--- config.mk ---
export PLATFORM = sky130hd
export DESIGN_NAME = simon_block_encrypt_core
export DESIGN_NICKNAME = d
export VERILOG_FILES = /design/src/sbe_pkg.sv /design/src/sbe_keysched.sv /design/src/simon_block_encrypt_core.sv
export SDC_FILE = /design/constraint.sdc
export NUM_CORES = 1
export LEC_CHECK = 0
export BUFFER_PORTS_ARGS = -buffer_cell sky130_fd_sc_hd__buf_4
export CORE_UTILIZATION = 45
export CTS_CLUSTER_DIAMETER = 200
export DETAILED_ROUTE_END_ITERATION = 8
export PLACE_DENSITY = 0.7
export SYNTH_ARGS = -nofsm -noshare
export SYNTH_HDL_FRONTEND = slang
export SYNTH_SLANG_ARGS = --single-unit
--- constraint.sdc ---
create_clock -name clk_i -period 5.8 [get_ports clk_i]
set_input_delay 0.58 -clock clk_i [delete_from_list [all_inputs] [get_ports clk_i]]
set_output_delay 0.58 -clock clk_i [all_outputs]
set_load 0.005 [all_outputs]
--- src/sbe_pkg.sv ---
// ----------------------------------------------------------------------------
// sbe_pkg: shared types and constants of the Simon block encryption core
// Register indexes, the five z bit sequences, the control state encoding and
// the control group that drives the serial key schedule.
// ----------------------------------------------------------------------------
package sbe_pkg;

  localparam int FIELD_W   = 32;
  localparam int KEY_WORDS = 4;
  localparam int ZLEN      = 62;
  localparam int ZSEQS     = 5;

  // Configuration register indexes
  typedef enum logic [2:0] {
    CFG_KEY0        = 3'd0,
    CFG_KEY1        = 3'd1,
    CFG_KEY2        = 3'd2,
    CFG_KEY3        = 3'd3,
    CFG_KEY_COUNT   = 3'd4,
    CFG_ROUND_COUNT = 3'd5,
    CFG_Z_INDEX     = 3'd6
  } sbe_cfg_index_e;

  // z sequences, written first bit leftmost: bit n of a sequence is [ZLEN-1-n]
  localparam logic [ZLEN-1:0] Z_SEQ [ZSEQS] = '{
    62'b1111101000100101011000011100110_1111101000100101011000011100110,
    62'b1000111011111001001100001011010_1000111011111001001100001011010,
    62'b1010111101110000001101001001100_0101000010001111110010110110011,
    62'b1101101110101100011001011110000_0010010001010011100110100001111,
    62'b1101000111100110101101100010000_0010111000011001010010011101111
  };

  typedef enum logic [1:0] {
    ST_IDLE,
    ST_RUN,
    ST_DONE
  } sbe_state_e;

  // Control from the round sequencer to the key schedule
  typedef struct packed {
    logic       load;      // take the configured key words
    logic       step;      // advance one bit
    logic       last_bit;  // final bit of a round
    logic       low_bit;   // bit 0 or 1 of the word
    logic [2:0] m;         // key word count, 2 to 4
    logic       z_bit;     // z bit, already gated to bit 0
  } sbe_ks_ctrl_t;

endpackage

--- src/sbe_keysched.sv ---
// ----------------------------------------------------------------------------
// sbe_keysched: bit-serial Simon key schedule
// Holds a window of the last m round keys in shift registers. The current round
// key leaves bit by bit at the bottom of word 0 while the next key word is
// built into its top; at the end of a round the window advances by one word.
// ----------------------------------------------------------------------------
module sbe_keysched
  import sbe_pkg::*;
#(
  parameter int WORD_BITS = 32
) (
  input  logic                               clk_i,
  input  sbe_ks_ctrl_t                       ctrl_i,
  input  logic [KEY_WORDS-1:0][FIELD_W-1:0]  key_words_i,
  output logic                               round_key_bit_o
);

  logic [KEY_WORDS-1:0][WORD_BITS-1:0] kw_q, kw_d, kw_rot;
  logic [WORD_BITS-1:0]                newest;
  logic [WORD_BITS-1:0]                fresh;
  logic                                tmp_bit;
  logic                                new_bit;

  always_comb begin
    for (int i = 0; i < KEY_WORDS; i++) begin
      kw_rot[i] = {kw_q[i][0], kw_q[i][WORD_BITS-1:1]};
    end

    priority if (ctrl_i.m == 3'd4) begin
      newest = kw_q[3];
    end else if (ctrl_i.m == 3'd3) begin
      newest = kw_q[2];
    end else begin
      newest = kw_q[1];
    end

    // rotr(k[i-1],3) ^ k[i-3] at bit j, and the same one bit higher
    tmp_bit = newest[3] ^ newest[4];
    if (ctrl_i.m == 3'd4) begin
      tmp_bit = tmp_bit ^ kw_q[1][0] ^ kw_q[1][1];
    end
    new_bit = kw_q[0][0] ^ ~ctrl_i.low_bit ^ ctrl_i.z_bit ^ tmp_bit;
    fresh   = {new_bit, kw_q[0][WORD_BITS-1:1]};

    kw_d = kw_q;
    if (ctrl_i.load) begin
      for (int i = 0; i < KEY_WORDS; i++) begin
        kw_d[i] = WORD_BITS'(key_words_i[i]);
      end
    end else if (ctrl_i.step) begin
      if (!ctrl_i.last_bit) begin
        kw_d[0] = fresh;
        kw_d[1] = kw_rot[1];
        kw_d[2] = kw_rot[2];
        kw_d[3] = kw_rot[3];
      end else begin
        // advance the window, the new word lands at slot m-1
        kw_d[0] = kw_rot[1];
        kw_d[1] = kw_rot[2];
        kw_d[2] = kw_rot[3];
        kw_d[3] = kw_rot[3];
        priority if (ctrl_i.m == 3'd2) begin
          kw_d[1] = fresh;
          kw_d[2] = kw_rot[2];
        end else if (ctrl_i.m == 3'd3) begin
          kw_d[2] = fresh;
        end else begin
          kw_d[3] = fresh;
        end
      end
    end
  end

  always_ff @(posedge clk_i) begin
    kw_q <= kw_d;
  end

  assign round_key_bit_o = kw_q[0][0];

endmodule

--- src/simon_block_encrypt_core.sv ---
// ----------------------------------------------------------------------------
// simon_block_encrypt_core: bit-serial Simon block encryption (ECB)
// Encrypts one (x, y) block per request with round keys made on the fly.
//
// Usage:
//   s_axis carries a plaintext block, m_axis the ciphertext block; both move
//   on tvalid and tready high at a rising clock edge. The cfg channel writes
//   the key words, key word count, round count and z sequence index; it is
//   always ready. It must be written only while the core is idle; the core
//   itself does not enforce this. A round is computed one bit per cycle
//   through shift registers. A block runs T rounds (T the clamped round count)
//   after acceptance, and the next block is accepted only after the result is
//   moved into the output register, so no new block is taken while one is in progress.
//   The output register holds the result while m_axis_tready is low; a
//   finished block waits in the core until that register frees up, and the
//   input stays not ready meanwhile.
//   Reset returns the registers to their defaults (key zero, four key words,
//   44 rounds, z sequence 3) and drops any block in progress.
// ----------------------------------------------------------------------------
module simon_block_encrypt_core
  import sbe_pkg::*;
#(
  parameter int WORD_BITS  = 32,
  parameter int MAX_ROUNDS = 72
) (
  input  logic                 clk_i,
  input  logic                 rst_ni,
  // config write channel
  input  logic                 cfg_valid_i,
  output logic                 cfg_ready_o,
  input  logic [2:0]           cfg_index_i,
  input  logic [FIELD_W-1:0]   cfg_data_i,
  // plaintext stream
  input  logic                 s_axis_tvalid,
  output logic                 s_axis_tready,
  input  logic [2*FIELD_W-1:0] s_axis_tdata,   // plain_x [31:0], plain_y [63:32]
  // ciphertext stream
  output logic                 m_axis_tvalid,
  input  logic                 m_axis_tready,
  output logic [2*FIELD_W-1:0] m_axis_tdata    // cipher_x [31:0], cipher_y [63:32]
);

  localparam int BW = $clog2(WORD_BITS);
  localparam int RW = $clog2(MAX_ROUNDS + 1);
  localparam int ZW = $clog2(ZLEN);

  // configuration registers
  logic [KEY_WORDS-1:0][FIELD_W-1:0] key_q, key_d;
  logic [2:0]                        key_count_q, key_count_d;
  logic [6:0]                        round_count_q, round_count_d;
  logic [2:0]                        z_index_q, z_index_d;

  // control
  sbe_state_e    state_q, state_d;
  logic [BW-1:0] bit_q, bit_d;
  logic [RW-1:0] rnd_q, rnd_d;
  logic [RW-1:0] rounds_q, rounds_d;
  logic [ZW-1:0] zcnt_q, zcnt_d;
  logic [2:0]    zsel_q, zsel_d;
  logic [2:0]    m_q, m_d;
  logic          out_valid_q, out_valid_d;

  // payload
  logic [WORD_BITS-1:0]   x_q, x_d, y_q, y_d;
  logic [2*FIELD_W-1:0]   out_data_q, out_data_d;

  sbe_ks_ctrl_t  ks_ctrl;
  logic          key_bit;
  logic          x_bit;
  logic          in_acc;
  logic          out_free;
  logic          last_bit;
  logic [2:0]    m_in;
  logic [6:0]    t_clamp;
  logic [2:0]    z_in;
  logic [ZW-1:0] z_pos;

  assign cfg_ready_o   = 1'b1;
  assign s_axis_tready = (state_q == ST_IDLE);
  assign in_acc        = s_axis_tvalid && s_axis_tready;
  assign out_free      = !out_valid_q || m_axis_tready;
  assign last_bit      = (bit_q == BW'(WORD_BITS - 1));
  assign m_axis_tvalid = out_valid_q;
  assign m_axis_tdata  = out_data_q;

  // configuration writes
  always_comb begin
    key_d         = key_q;
    key_count_d   = key_count_q;
    round_count_d = round_count_q;
    z_index_d     = z_index_q;
    if (cfg_valid_i) begin
      unique case (cfg_index_i)
        CFG_KEY0:        key_d[0]      = cfg_data_i;
        CFG_KEY1:        key_d[1]      = cfg_data_i;
        CFG_KEY2:        key_d[2]      = cfg_data_i;
        CFG_KEY3:        key_d[3]      = cfg_data_i;
        CFG_KEY_COUNT:   key_count_d   = cfg_data_i[2:0];
        CFG_ROUND_COUNT: round_count_d = cfg_data_i[6:0];
        CFG_Z_INDEX:     z_index_d     = cfg_data_i[2:0];
        default: ;
      endcase
    end
  end

  // clamp the settings as a block enters
  always_comb begin
    priority if (key_count_q < 3'd2) begin
      m_in = 3'd2;
    end else if (key_count_q > 3'd4) begin
      m_in = 3'd4;
    end else begin
      m_in = key_count_q;
    end
    t_clamp = (round_count_q > 7'(MAX_ROUNDS)) ? 7'(MAX_ROUNDS) : round_count_q;
    z_in    = (z_index_q > 3'd4) ? 3'd4 : z_index_q;
  end

  // key schedule control
  assign z_pos = ZW'(ZLEN - 1) - zcnt_q;

  always_comb begin
    ks_ctrl.load     = in_acc;
    ks_ctrl.step     = (state_q == ST_RUN);
    ks_ctrl.last_bit = last_bit;
    ks_ctrl.low_bit  = (bit_q < BW'(2));
    ks_ctrl.m        = m_q;
    ks_ctrl.z_bit    = (bit_q == '0) && Z_SEQ[zsel_q][z_pos];
  end

  sbe_keysched #(
    .WORD_BITS(WORD_BITS)
  ) u_keysched (
    .clk_i           (clk_i),
    .ctrl_i          (ks_ctrl),
    .key_words_i     (key_q),
    .round_key_bit_o (key_bit)
  );

  // bit j of the new x; x rotates so that bits j-1, j-2, j-8 sit at the top
  assign x_bit = y_q[0] ^ (x_q[WORD_BITS-1] & x_q[WORD_BITS-8]) ^ x_q[WORD_BITS-2]
               ^ key_bit;

  always_comb begin
    state_d     = state_q;
    bit_d       = bit_q;
    rnd_d       = rnd_q;
    rounds_d    = rounds_q;
    zcnt_d      = zcnt_q;
    zsel_d      = zsel_q;
    m_d         = m_q;
    x_d         = x_q;
    y_d         = y_q;
    out_valid_d = out_valid_q;
    out_data_d  = out_data_q;

    if (out_valid_q && m_axis_tready) begin
      out_valid_d = 1'b0;
    end

    unique case (state_q)
      ST_IDLE: begin
        if (in_acc) begin
          x_d      = WORD_BITS'(s_axis_tdata[FIELD_W-1:0]);
          y_d      = WORD_BITS'(s_axis_tdata[2*FIELD_W-1:FIELD_W]);
          bit_d    = '0;
          rnd_d    = '0;
          zcnt_d   = '0;
          rounds_d = RW'(t_clamp);
          zsel_d   = z_in;
          m_d      = m_in;
          state_d  = (t_clamp == 7'd0) ? ST_DONE : ST_RUN;
        end
      end
      ST_RUN: begin
        if (last_bit) begin
          // swap: y collected the new x, x is back in place as the new y
          x_d    = {x_bit, y_q[WORD_BITS-1:1]};
          y_d    = {x_q[0], x_q[WORD_BITS-1:1]};
          bit_d  = '0;
          rnd_d  = RW'(rnd_q + 1'b1);
          zcnt_d = (zcnt_q == ZW'(ZLEN - 1)) ? '0 : ZW'(zcnt_q + 1'b1);
          if (RW'(rnd_q + 1'b1) == rounds_q) begin
            state_d = ST_DONE;
          end
        end else begin
          x_d   = {x_q[0], x_q[WORD_BITS-1:1]};
          y_d   = {x_bit, y_q[WORD_BITS-1:1]};
          bit_d = BW'(bit_q + 1'b1);
        end
      end
      ST_DONE: begin
        // hold until the output register frees up
        if (out_free) begin
          out_valid_d = 1'b1;
          out_data_d  = {FIELD_W'(y_q), FIELD_W'(x_q)};
          state_d     = ST_IDLE;
        end
      end
      default: begin
        state_d = ST_IDLE;
      end
    endcase
  end

  always_ff @(posedge clk_i or negedge rst_ni) begin
    if (!rst_ni) begin
      key_q         <= '0;
      key_count_q   <= 3'd4;
      round_count_q <= 7'd44;
      z_index_q     <= 3'd3;
      state_q       <= ST_IDLE;
      bit_q         <= '0;
      rnd_q         <= '0;
      rounds_q      <= '0;
      zcnt_q        <= '0;
      zsel_q        <= '0;
      m_q           <= 3'd4;
      out_valid_q   <= 1'b0;
    end else begin
      key_q         <= key_d;
      key_count_q   <= key_count_d;
      round_count_q <= round_count_d;
      z_index_q     <= z_index_d;
      state_q       <= state_d;
      bit_q         <= bit_d;
      rnd_q         <= rnd_d;
      rounds_q      <= rounds_d;
      zcnt_q        <= zcnt_d;
      zsel_q        <= zsel_d;
      m_q           <= m_d;
      out_valid_q   <= out_valid_d;
    end
  end

  always_ff @(posedge clk_i) begin
    x_q        <= x_d;
    y_q        <= y_d;
    out_data_q <= out_data_d;
  end

endmodule
==> metrics.sh, run 1 <==
STATUS='finished clean'
MAX_CLOCK_FREQ_GHz=0.2657
CTS-ROOT-BUF='sky130_fd_sc_hd__clkbuf_16'
SYNTH_SIMPLE_GATE_AREA_SHARE_PCT=8.537
INITIAL_ANTENNA_VIOLATION_COUNT=0
TRACK_USAGE_PCT=20.58
CPMAXSTAGEDELAYCELL='sky130_fd_sc_hd__dfrtp_1'
DRV_SLEW=0
SYNTH_TOP_FAMILY_BY_AREA='multiplexers'
RSZ0062_AT_GRT='no'
MOST_INSTANTIATED_LIBRARY_CELL_AFTER_SYNTHESIS='sky130_fd_sc_hd__edfxtp_1'
CRIT_PATH_LEADING_DELAY_FAMILY='flip-flops'
CP_DATA_REQUIRED_TIME_NS=6.09
SYNTH.YOSYS.SEQ_AREA_SHARE_PCT=60.72
CTS-BUFFERS-INSERTED=45
DRTANTENNAVIOLNETS=0
FINISH.NET_COUNT=1895
SYNTH_FP_NETS=1769
INITIAL_CORE_UTILIZATION_PCT=45.87
CLKTRANSATPATHREGS_NS=0.06
WORST-PATH-STAGES=10
NUMBER_OF_GLOBAL_ROUTE_VIAS_BEFORE_REPAIR=13209
FF2FF_PATH_DEPTH=10
NUM-FILL-CELLS=3694
FINALINSTANCEAREA_MM2=0.02309
SYNTHTOPCELLSBYCOUNT='sky130_fd_sc_hd__edfxtp_1 (256), sky130_fd_sc_hd__nand2_1 (246), sky130_fd_sc_hd__o21ai_0 (191), sky130_fd_sc_hd__dfrtp_1 (168), sky130_fd_sc_hd__mux2i_1 (157)'
CTS_TREE='built'
SYNTH_TOP_FLOP_CELL='sky130_fd_sc_hd__edfxtp_1'
YOSYS_REGISTER_BITS=431
DRT_WL_TOTAL_UM=46160
VIAS=13568
SYN-CELL-AREA_MM2=0.01989
TIMING.CRITICAL_PATH.BUF_INV=2
FP.DIEAREA_MM2=0.04504
TIMING.CRITICAL_PATH.ARRIVAL_NS=4.05
SYNTH-ADDER-AREA-SHARE_PCT=0.4404
FINAL_MIN_PERIOD_OVER_CLOCK_PERIOD_PCT=64.89
CTS_MAX_LEVEL=2
SYN_AREA_PER_CELL_UM2=12.00
CORE_AREA_MM2=0.04336
AVGVIACOUNTPERCELL=5.644
WIRE_LENGTH_OF_THE_FIRST_GLOBAL_ROUTING_PASS_UM=72730
HOLD_VIOLATIONS=0
CP-ENDPOINT='u_keysched.fresh[30]'
CRITICAL_PATH.REG2REG.STARTPOINT='zcnt_q[1]'
PLACE.GP.CONGESTION=0.8995
CELLLEAKAGEPOWER_nW=9.052
PLACEMENT.CELL_AREA_MM2=0.02168
GRT_OVERFLOW=0
DIEHEIGHT_UM=212.2
SLOWEST_DELAY_NS=0.80
SYNTHESIS.INSTANCES=1658
CLOCK_PATH_BUFFERS=3
FINAL_LAYOUT_SIZE_SUFFIX_GT1_SHARE_PCT=23.38
NUMBER_OF_DRC_VIOLATIONS_AFTER_DETAILED_ROUTING_ITERATION_0=1160
NUMPORTBUFFERS=169
TIMING.CRITICAL_PATH.CELLS='inv_2 > ha_1 > inv_1 > nor4b_1 > a211oi_1 > o311ai_1 > o211ai_1 > or3_4 > xor2_1 > o311ai_2'
REMAINING_DRC_ERRORS=0
HOLDCRITPATHCLASS='input port to flop'
DIE_WIDTH_UM=212.2
CTS.SINK_COUNT=431
SYNTH-WARNING-COUNT=0
CLOCK_LATENCY_NS=0.57
IO-PIN-COUNT=171
NETLIST_TOP_CELLS_AREA='sky130_fd_sc_hd__edfxtp_1 (39%), sky130_fd_sc_hd__dfrtp_1 (21%), sky130_fd_sc_hd__mux2_2 (8.0%)'
GRT_START_MAX_NET_PINS=129
SETUP_VIOL=0
SYNTH_COMPOUND_GATE_AREA_SHARE_PCT=10.41
YOSYS.CELL_TYPES.COUNT=62
CRITICAL_PATH.ENDPOINT_TYPE='flop'
SYNTH_ENABLE_FLOP_CELLS=256
SYNTH_AREA_LEADER_CELL='sky130_fd_sc_hd__edfxtp_1'
CAP_VIOL_MAX_COUNT=0
FINALWORSTPATHREQUIREDPERIOD_NS=3.763
REG2REG_SETUP_SLACK_NS=2.04
ROWS=76
SETUP.WORST_PATH.START='zcnt_q[1]'
POWERDENSITY_mW_PER_MM2=497.0
SYNTH_TOP_CELL_AREA_SHARE_PCT=38.65
POSTSYNTH.ASYNCRESETSHARE_PCT=40.60
SYNTH_XOR_XNOR_AREA_SHARE_PCT=1.453
WL_PER_CELL_UM=19.20
DETAILED_PLACE_HPWL_UM=28910
CLOCK-SKEW-FINAL_NS=0.02808
CRITPATHMAXFANOUT=24
MAX_SLEW_MARGIN_PCT=20.54
SYN2LAYOUT_AREA_GROWTH_PCT=16.08
DR.PASS1.ITERS=5
REGTOREGENDPOINT='u_keysched.fresh[30]'
CP-START-KIND='flop'
MAX_SLEW.WORST_PIN.SLEW_NS=1.188
CATEGORY_OF_THE_CRITICAL_SETUP_TIMING_PATH='flop to flop'
SETUP_TOTAL_NEGATIVE_SLACK_NS=0
MULTIPLEXER_SHARE_OF_THE_SYNTHESIZED_AREA_PCT=15.94
IRDROPWORSTVDD_mV=0.2619
repair_timing:
action,in CTS,in global routing
hold endpoints to repair,50,0
resized for setup,0,0
hold buffers,1,0
setup buffers,0,0
how the worst min path moves through the flow:
stage          depth (start not counted)  slack, ns      startpoint               end
2_1_floorplan                          0       0.28          rst_ni          bit_q[0]
6_report                               2       0.27  cfg_data_i[11]         key_q[75]
5_1_grt                                2       0.24  cfg_data_i[24]         key_q[56]
3_5_place_dp                           0       0.46         x_q[22]  m_axis_tdata[22]
3_3_place_gp                           0       0.45          x_q[8]   m_axis_tdata[8]
4_1_cts                                2       0.23  cfg_data_i[17]        key_q[113]
per-stage QoR:
| stage | hold WS, ns | cells | power (mW) | setup slack, ns | utilization (%) |
|---|---|---|---|---|---|
| 2_1_floorplan | 0.2844 | 1658 | 7.700 | 1.163 | - |
| 4_1_cts | 0.2308 | 2403 | 11.55 | 2.138 | 53.23 |
| 5_1_grt | 0.2436 | 2403 | 12.14 | 1.787 | 53.23 |
| 3_3_place_gp | 0.4550 | 2321 | 8.618 | 2.261 | 50.00 |
| 6_report | 0.2658 | 2404 | 11.47 | 2.037 | 53.24 |
| 3_5_place_dp | 0.4617 | 2321 | 8.760 | 2.100 | 50.00 |
sequential cells by signal, summed over array words and instances, names as in the netlist:
register,count
key_q,128
u_keysched.kw_q,96
m_axis_tdata,64
x_q,32
y_q,32
u_keysched.fresh,31
rnd_q,7
round_count_q,7
rounds_q,7
zcnt_q,6
bit_q,5
key_count_q,3
m_q,3
z_index_q,3
zsel_q,3
state_q,2
m_axis_tvalid,1
u_keysched.round_key_bit_o,1
final cells by class:
| cell class | instances | area, um2 | area share [%] |
|---|---|---|---|
| sequential | 431 | 12080 | 52.31 |
| multi-input combinational | 1102 | 7387 | 32.00 |
| timing repair buffer | 192 | 1448 | 6.271 |
| clock buffer | 63 | 1276 | 5.528 |
| tap | 585 | 732.0 | 3.171 |
| clock inverter | 18 | 117.6 | 0.5095 |
| inverter | 12 | 47.55 | 0.2060 |
| antenna | 1 | 2.502 | 0.01084 |
power breakdown:
part	leakage [nW]	internal, mW	switching, mW
clock	0.686	1.58	1.18
combinational	3.74	1.22	1.72
sequential	4.62	4.95	0.819
total	9.05	7.75	3.72
cells in the final DEF (no fill, tap or decap), types with 3 or more instances in the layout:
cell / n
sky130_fd_sc_hd__a22o_1: 3
sky130_fd_sc_hd__xnor2_1: 22
sky130_fd_sc_hd__clkbuf_8: 4
sky130_fd_sc_hd__a311oi_1: 4
sky130_fd_sc_hd__mux2_2: 142
sky130_fd_sc_hd__nor2_1: 88
sky130_fd_sc_hd__clkinv_2: 8
sky130_fd_sc_hd__buf_4: 190
sky130_fd_sc_hd__inv_1: 8
sky130_fd_sc_hd__o31ai_1: 6
sky130_fd_sc_hd__dfstp_2: 7
sky130_fd_sc_hd__o21ai_0: 191
sky130_fd_sc_hd__ha_1: 6
sky130_fd_sc_hd__nand2_1: 244
sky130_fd_sc_hd__inv_2: 3
sky130_fd_sc_hd__and3_1: 8
sky130_fd_sc_hd__nor2b_1: 9
sky130_fd_sc_hd__nand3b_1: 7
sky130_fd_sc_hd__nor3_1: 5
sky130_fd_sc_hd__a31oi_1: 6
sky130_fd_sc_hd__a221oi_1: 32
sky130_fd_sc_hd__nand4b_1: 3
sky130_fd_sc_hd__nand2_2: 3
sky130_fd_sc_hd__a21o_1: 3
sky130_fd_sc_hd__xor2_1: 11
sky130_fd_sc_hd__nor4_1: 3
sky130_fd_sc_hd__clkbuf_16: 47
sky130_fd_sc_hd__clkbuf_1: 12
sky130_fd_sc_hd__nand2b_1: 10
sky130_fd_sc_hd__o211ai_1: 4
sky130_fd_sc_hd__edfxtp_1: 256
sky130_fd_sc_hd__clkinv_1: 6
sky130_fd_sc_hd__a21oi_1: 85
sky130_fd_sc_hd__nand3_1: 9
sky130_fd_sc_hd__mux2i_1: 157
sky130_fd_sc_hd__dfrtp_1: 168
cells by family (layout without fill, tap and decap cells):
family,after synthesis,after routing
simple gates,404,404
compound gates,358,358
mux,299,299
buf+inv,125,285
fa+ha+maj,7,7
flops,431,431
xor+xnor,33,33
other cells,1,2
metal layers:
layer	share of wire, %	vias up	GRT usage [%]
met2	47	478	33.68
met4	2.1	0	5.383
met5	0	-	0
met1	44	6714	28.05
met3	6.6	77	4.032
li1	-	6299	-
(Power assumes the default switching activity.)
==> inputs of run 2 (changes only) <==
clock period = 3.75 ns   (was 5.8 ns; I/O delays follow)
==> run 2 against run 1 <==
Net effect:
- die area stayed put
- power is 59% higher
- largest power group unchanged
- combinational power is 56% higher
==> metrics.sh, run 2 (synthesis results as in run 1) <==
STATUS='finished clean'
MAX_SLEW_MARGIN_PCT=27.78  # +7.2 points
CLOCK-SKEW-FINAL_NS=0.02672  # -0.001357 ns
CTS-BUFFERS-INSERTED=46  # +2.2%
HOLD_VIOLATIONS=0  # unchanged
SETUP_VIOL=0  # unchanged
MET1WIRELENGTH_UM=19950  # -1.9%
NUMPORTBUFFERS=169  # unchanged
COMB_POWER_SHARE_PCT=25.2  # -0.5 points
LARGEST_REGISTER_FFS=128  # unchanged
MET3ROUTEDLENGTH_UM=3086  # +1.5%
CRITICAL_PATH.REG2REG.STARTPOINT='zcnt_q[2]'
CTS_MAX_LEVEL=2  # unchanged
HOLD_PATH_DEPTH=2  # unchanged
CORE_AREA_MM2=0.04336  # unchanged
WIRE_LENGTH_OF_THE_FIRST_GLOBAL_ROUTING_PASS_UM=73050  # +0.45%
DIODES=0  # -1
MOSTFREQUENTLAYOUTCELLS='sky130_fd_sc_hd__edfxtp_1 (256), sky130_fd_sc_hd__nand2_1 (244), sky130_fd_sc_hd__buf_4 (198)'
MAX_SLEW.WORST_PIN.SLEW_NS=1.083  # -0.1049 ns
CATEGORY_OF_THE_CRITICAL_SETUP_TIMING_PATH='flop to flop'
CRITPATHMAXFANOUT=19  # -21%
CTS-ROOT-BUF='sky130_fd_sc_hd__clkbuf_16'
HOLD_PATH_END='key_q[56]'
PLACE.GP.CONGESTION=0.8632  # -4.0%
IRDROPWORSTVDD_mV=0.4619  # +76%
FINAL_LAYOUT_SIZE_SUFFIX_GT1_SHARE_PCT=23.95  # +0.57 points
NUMBER_OF_DRC_VIOLATIONS_AFTER_DETAILED_ROUTING_ITERATION_0=939  # -19%
SYN2LAYOUT_AREA_GROWTH_PCT=17.61
DETAILEDPLACE.WORSTSLACK_NS=0.5850  # -1.515 ns
CTS_TREE='built'
CLKTRANSATPATHREGS_NS=0.06  # about the same
GRT_OVERFLOW=0  # unchanged
DRTANTENNAVIOLNETS=0  # unchanged
TRACK_USAGE_PCT=20.60  # about the same
GRT_START_MAX_NET_PINS=109  # -16%
REGTOREGENDPOINT='u_keysched.fresh[30]'
POWER_FRAC_CLOCK_PCT=26.1  # +2.1 points
INTERNAL_POWER_mW=12.45  # +61%
DETAILED_PLACE_HPWL_UM=29100  # +0.67%
POWER.SHARE.SEQUENTIAL_PCT=48.7  # -1.6 points
SWITCHING_POWER_mW=5.813  # +56%
CP-START-KIND='flop'
INITIAL_ANTENNA_VIOLATION_COUNT=1  # +1
CLOCK_PATH_BUFFERS=3  # unchanged
POWER.SWITCHING_FRACTION_PCT=31.83  # -0.63 points
CRITICAL_PATH.ENDPOINT_TYPE='flop'
REPORT.POWER.TOTAL_mW=18.26  # +59%
FP.DIEAREA_MM2=0.04504  # unchanged
INITIAL_CORE_UTILIZATION_PCT=45.87  # unchanged
FINALWORSTPATHREQUIREDPERIOD_NS=3.212  # -0.5520 ns
DIEHEIGHT_UM=212.2  # unchanged
NUMBER_OF_GLOBAL_ROUTE_VIAS_BEFORE_REPAIR=13558  # +2.6%
LARGEST_REGISTER='key_q'
AVGVIACOUNTPERCELL=5.641  # about the same
DR.PASS1.ITERS=5  # unchanged
REMAINING_DRC_ERRORS=0  # unchanged
WL_MET2_UM=22050  # +1.1%
HOLDCRITPATHCLASS='input port to flop'
WL_PER_CELL_UM=19.12  # -0.45%
CP_DATA_REQUIRED_TIME_NS=4.04  # -2.05 ns
HOLD_START='cfg_data_i[24]'
FF2FF_PATH_DEPTH=9  # -1
IO-PIN-COUNT=171  # unchanged
VIAS=13640  # +0.53%
LAYOUT.CELLS.MOST_COMMON='sky130_fd_sc_hd__edfxtp_1'
CLOCK_LATENCY_NS=0.59  # +0.02 ns
FINAL.SETUP.WORST_SLACK_NS=0.5385  # -1.498 ns
REG2REG_SETUP_SLACK_NS=0.54  # -1.50 ns
DIE_WIDTH_UM=212.2  # unchanged
CAP_VIOL_MAX_COUNT=0  # unchanged
DRT_WL_TOTAL_UM=46230  # +0.13%
DPL.CELL_COUNT=2332  # +0.47%
TIMING.CRITICAL_PATH.ARRIVAL_NS=3.50  # -0.55 ns
DRV_SLEW=0  # unchanged
RSZ0062_AT_GRT='no'
CELLLEAKAGEPOWER_nW=9.190  # +1.5%
FINAL_MIN_PERIOD_OVER_CLOCK_PERIOD_PCT=85.64  # +21 points
CTS.SINK_COUNT=431  # unchanged
MAXUSEDROUTINGLAYER='met5'
SETUP_TOTAL_NEGATIVE_SLACK_NS=0  # unchanged
POWERDENSITY_mW_PER_MM2=780.8  # +57%
FINISH.NET_COUNT=1907  # +0.63%
ROWS=76  # unchanged
MAX_CLOCK_FREQ_GHz=0.3114  # +17%
FINAL_CELL_COUNT_WITHOUT_FILLERS=2418  # +0.58%
-- run 2: cell types whose count changed in the layout (fill, tap and decap cells not counted), moves of 2 or more --
cell | before | now
sky130_fd_sc_hd__buf_12 | 0 | 3
sky130_fd_sc_hd__buf_4 | 190 | 198
sky130_fd_sc_hd__bufinv_16 | 1 | 8
sky130_fd_sc_hd__clkbuf_8 | 4 | 2
sky130_fd_sc_hd__clkinv_2 | 8 | 4
sky130_fd_sc_hd__clkinvlp_4 | 1 | 3
-- run 2: what timing repair did --
item                                   CTS  global route
endpoints found under the hold margin   44             0
hold buffers                             1             0
gates resized for setup                  0             0
buffers inserted                         0             0
-- run 2: per-stage QoR --
| stage | hold slack (ns) | utilization, % | instance area [um2] |
|---|---|---|---|
| finish | 0.04295 | 53.94 | 23390 |
| global route | 0.03313 | 53.94 | 23390 |
| CTS | 0.01478 | 53.94 | 23390 |
| detailed placement | 0.3396 | 50.28 | 21800 |
| global placement | 0.3284 | 50.28 | 21800 |
| floorplan | 0.07941 | - | 19890 |
-- run 2: routing by layer --
metal	global-route usage (%)	up-vias
met2	34.45	477
li1	-	6332
met5	0	-
met1	27.46	6756
met4	6.748	2
met3	3.191	73
-- run 2: power groups by stage --
stage / Combinational, mW / Sequential [mW] / Clock [mW]
after global routing: 5.15 / 9.12 / 5.03
after detailed placement: 4.61 / 8.95 / 0
after floorplan: 3.32 / 8.56 / 0
final: 4.60 / 8.90 / 4.76
after global placement: 4.49 / 8.86 / 0
after CTS: 4.64 / 8.88 / 4.85
-- run 2: cell type report --
| type | instances | area [um2] |
|---|---|---|
| fill | 3678 | 19970 |
| sequential | 431 | 12080 |
| multi-input combinational | 1102 | 7387 |
| timing repair buffer | 203 | 1568 |
| clock buffer | 61 | 1227 |
| tap | 585 | 732.0 |
| clock inverter | 24 | 351.6 |
| inverter | 12 | 48.80 |
-- run 2: how the worst max path moves through the flow --
| stage | cells past startpoint | end | start | slack [ns] |
|---|---|---|---|---|
| after floorplan | 6 | u_keysched.fresh[0] | state_q[0] | 0.05 |
| after global placement | 9 | u_keysched.fresh[30] | zcnt_q[2] | 0.72 |
| after detailed placement | 9 | u_keysched.fresh[30] | zcnt_q[2] | 0.58 |
| after CTS | 9 | u_keysched.fresh[30] | zcnt_q[2] | 0.58 |
| after global routing | 9 | u_keysched.fresh[30] | zcnt_q[2] | 0.30 |
| final | 9 | u_keysched.fresh[30] | zcnt_q[2] | 0.54 |
-- run 2: worst max-delay path, stage by stage, from the launching register on --
cell and delay [ns]:
sky130_fd_sc_hd__dfrtp_1 0.49, sky130_fd_sc_hd__ha_1 0.72, sky130_fd_sc_hd__inv_1 0.21, sky130_fd_sc_hd__nor4b_1 0.30, sky130_fd_sc_hd__a211oi_1 0.09, sky130_fd_sc_hd__o311ai_1 0.11, sky130_fd_sc_hd__o211ai_1 0.13, sky130_fd_sc_hd__or3_4 0.42
sky130_fd_sc_hd__xor2_1 0.32, sky130_fd_sc_hd__o311ai_2 0.13
==> inputs of run 3 (changes only) <==
clock period = 3 ns   (was 3.75 ns; I/O delays follow)
==> run 3 against run 2 <==
Net effect:
- register-to-register slack worse by 0.38 ns
- die area unchanged
- clock-buffer cell count increased by 9
- first-iteration DRC count up 6.7%
- via count grew 1.1%
- sequential power up 24%
- sequential share of layout area down 1.2 points
- largest cell class unchanged
- sequential cell count stayed put
- critical path depth increased by 2
- power rose by 25%
- combinational power up 34%
- wire length grew 0.88%
==> metrics.sh, run 3 (synthesis results as in run 1) <==
STATUS='finished clean'
NUMBER_OF_DRC_VIOLATIONS_AFTER_DETAILED_ROUTING_ITERATION_0=1002  # +6.7%
GRT_START_MAX_NET_PINS=98  # -10%
INTERNAL_POWER_mW=15.52  # +25%
CATEGORY_OF_THE_CRITICAL_SETUP_TIMING_PATH='flop to flop'
ROWS=76  # unchanged
DETAILED_PLACE_HPWL_UM=29090  # about the same
CLOCK_PATH_BUFFERS=3  # unchanged
SETUP_VIOL=0  # unchanged
CLOCK_LATENCY_NS=0.58  # about the same
CTS.SINK_COUNT=431  # unchanged
CLOCK-SKEW-FINAL_NS=0.01922  # -0.007509 ns
POWER_FRAC_CLOCK_PCT=24.9  # -1.2 points
MAX_SLEW.WORST_PIN.SLEW_NS=0.6850  # -0.3983 ns
HOLDCRITPATHCLASS='input port to flop'
LARGEST_REGISTER='key_q'
DIODES=0  # unchanged
LAYOUT.CELLS.MOST_COMMON='sky130_fd_sc_hd__edfxtp_1'
PLACE.GP.CONGESTION=0.8523  # -1.3%
CLKTRANSATPATHREGS_NS=0.06  # about the same
WIRE_LENGTH_OF_THE_FIRST_GLOBAL_ROUTING_PASS_UM=74090  # +1.4%
CTS-BUFFERS-INSERTED=46  # unchanged
DIEHEIGHT_UM=212.2  # unchanged
CTS_MAX_LEVEL=2  # unchanged
MOSTFREQUENTLAYOUTCELLS='sky130_fd_sc_hd__edfxtp_1 (256), sky130_fd_sc_hd__nand2_1 (244), sky130_fd_sc_hd__buf_4 (200)'
DRV_SLEW=0  # unchanged
LAYOUT.CORE_UTILIZATION_PCT=55.27  # +1.3 points
REPORT.POWER.TOTAL_mW=22.87  # +25%
CP_DATA_REQUIRED_TIME_NS=3.30  # -0.74 ns
TRACK_USAGE_PCT=20.86  # +0.26 points
CRITICAL_PATH.ENDPOINT_TYPE='flop'
FINAL_MIN_PERIOD_OVER_CLOCK_PERIOD_PCT=94.64  # +9.0 points
SYN2LAYOUT_AREA_GROWTH_PCT=20.50
NUMBER_OF_GLOBAL_ROUTE_VIAS_BEFORE_REPAIR=13815  # +1.9%
DIE_WIDTH_UM=212.2  # unchanged
INITIAL_ANTENNA_VIOLATION_COUNT=2  # +1
NUMPORTBUFFERS=169  # unchanged
SWITCHING_POWER_mW=7.350  # +26%
VIAS=13793  # +1.1%
FINAL_LAYOUT_SIZE_SUFFIX_GT1_SHARE_PCT=24.40  # +0.45 points
POST_CTS_BUFFERS=0  # unchanged
FINALWORSTPATHREQUIREDPERIOD_NS=2.839  # -0.3723 ns
REMAINING_DRC_ERRORS=0  # unchanged
IRDROPWORSTVDD_mV=0.5254  # +14%
FP.DIEAREA_MM2=0.04504  # unchanged
INITIAL_CORE_UTILIZATION_PCT=45.87  # unchanged
CRITPATHMAXFANOUT=15  # -4
WL_PER_CELL_UM=18.88  # -1.2%
POWER.SHARE.SEQUENTIAL_PCT=48.2  # -0.5 points
LARGEST_REGISTER_FFS=128  # unchanged
CAP_VIOL_MAX_COUNT=0  # unchanged
FINISH.NET_COUNT=1959  # +2.7%
AVGVIACOUNTPERCELL=5.584  # -1.0%
CTS-ROOT-BUF='sky130_fd_sc_hd__clkbuf_16'
GRT_OVERFLOW=0  # unchanged
CP-START-KIND='flop'
CELLLEAKAGEPOWER_nW=9.451  # +2.8%
MAX_CLOCK_FREQ_GHz=0.3522  # +13%
MAX_SLEW_MARGIN_PCT=54.33  # +27 points
DRT_WL_TOTAL_UM=46630  # +0.88%
COMB_POWER_SHARE_PCT=26.9  # +1.7 points
HOLD_VIOLATIONS=0  # unchanged
CTS_TREE='built'
POWER.SWITCHING_FRACTION_PCT=32.14  # +0.31 points
POWERDENSITY_mW_PER_MM2=954.1  # +22%
DR.PASS1.ITERS=7  # +2
DRTANTENNAVIOLNETS=0  # unchanged
IO-PIN-COUNT=171  # unchanged
CORE_AREA_MM2=0.04336  # unchanged
TIMING.CRITICAL_PATH.ARRIVAL_NS=3.14  # -0.36 ns
## run 3: cell count changes in the layout (fill, tap and decap cells not counted), sizes merged
cell | before | now
clkinvlp | 3 | 2
buf | 202 | 212
dlygate4sd3 | 1 | 43
inv | 12 | 14
clkinv | 13 | 9
bufinv | 8 | 2
clkbuf | 61 | 70
## run 3: metal layers
| metal | vias up | part of all wire, % | global-route usage [%] |
|---|---|---|---|
| met4 | 4 | 2.7 | 7.715 |
| li1 | 6416 | - | - |
| met5 | - | 0.058 | 0 |
| met1 | 6815 | 43 | 27.48 |
| met3 | 89 | 6.4 | 3.486 |
| met2 | 469 | 48 | 34.67 |
## run 3: final cells by class
type / instances / area, um2
Clock buffer: 70 / 1383
Timing Repair Buffer: 255 / 2163
Tap cell: 585 / 732.0
Clock inverter: 15 / 147.6
Fill cell: 3586 / 19400
Multi-Input combinational cell: 1102 / 7416
Sequential cell: 431 / 12080
Inverter: 12 / 48.80
## run 3: what timing repair did
item                                   in CTS  in global routing
hold buffers                               43                  0
resized for setup                           0                  3
endpoints found under the hold margin     186                  0
setup endpoints to repair                   0                  3
## run 3: worst max-delay path, stage by stage (launching register included)
cell and delay [ns]:
sky130_fd_sc_hd__dfrtp_1 0.38, sky130_fd_sc_hd__inv_2 0.05, sky130_fd_sc_hd__ha_1 0.35, sky130_fd_sc_hd__buf_4 0.22, sky130_fd_sc_hd__inv_1 0.13, sky130_fd_sc_hd__nor4b_2 0.27
sky130_fd_sc_hd__a211oi_1 0.10, sky130_fd_sc_hd__o311ai_1 0.13, sky130_fd_sc_hd__o211ai_1 0.15, sky130_fd_sc_hd__or3_4 0.44, sky130_fd_sc_hd__xor2_2 0.25, sky130_fd_sc_hd__o311ai_2 0.10
## run 3: metrics by stage
step                hold WS (ns)  instances  area, um2    TNS, ns  setup slack (ns)
detailed placement        0.3348       2342      21990          0           0.05289
finish                   0.03211       2470      23970          0            0.1608
floorplan               0.004409       1658      19930     -44.89           -0.3494
global placement          0.3245       2342      21990          0            0.2224
global route             0.02391       2470      23970  -0.008173         -0.008173
CTS                    0.0002738       2470      23950          0           0.03935
## run 3: path summary, 6_finish.rpt
check                         startpoint              endpoint  cells past startpoint  slack (ns)
setup reg to reg               zcnt_q[1]  u_keysched.fresh[30]                     11        0.16
hold reg to reg                   m_q[2]                m_q[2]                      2        0.47
hold / removal             cfg_data_i[3]             key_q[99]                      2        0.03
max in group asynchronous         rst_ni      round_count_q[2]                      3        1.80
setup / recovery               zcnt_q[1]  u_keysched.fresh[30]                     11        0.16
min in group asynchronous         rst_ni             key_q[81]                      2        0.27
## run 3: power groups by stage
stage	combinational (mW)	clock, mW	sequential, mW
CTS	6.12	5.83	11.0
finish	6.15	5.70	11.0
detailed placement	6.05	0	11.1
global placement	5.88	0	11.0
floorplan	4.18	0	10.7
global route	6.83	6.04	11.3
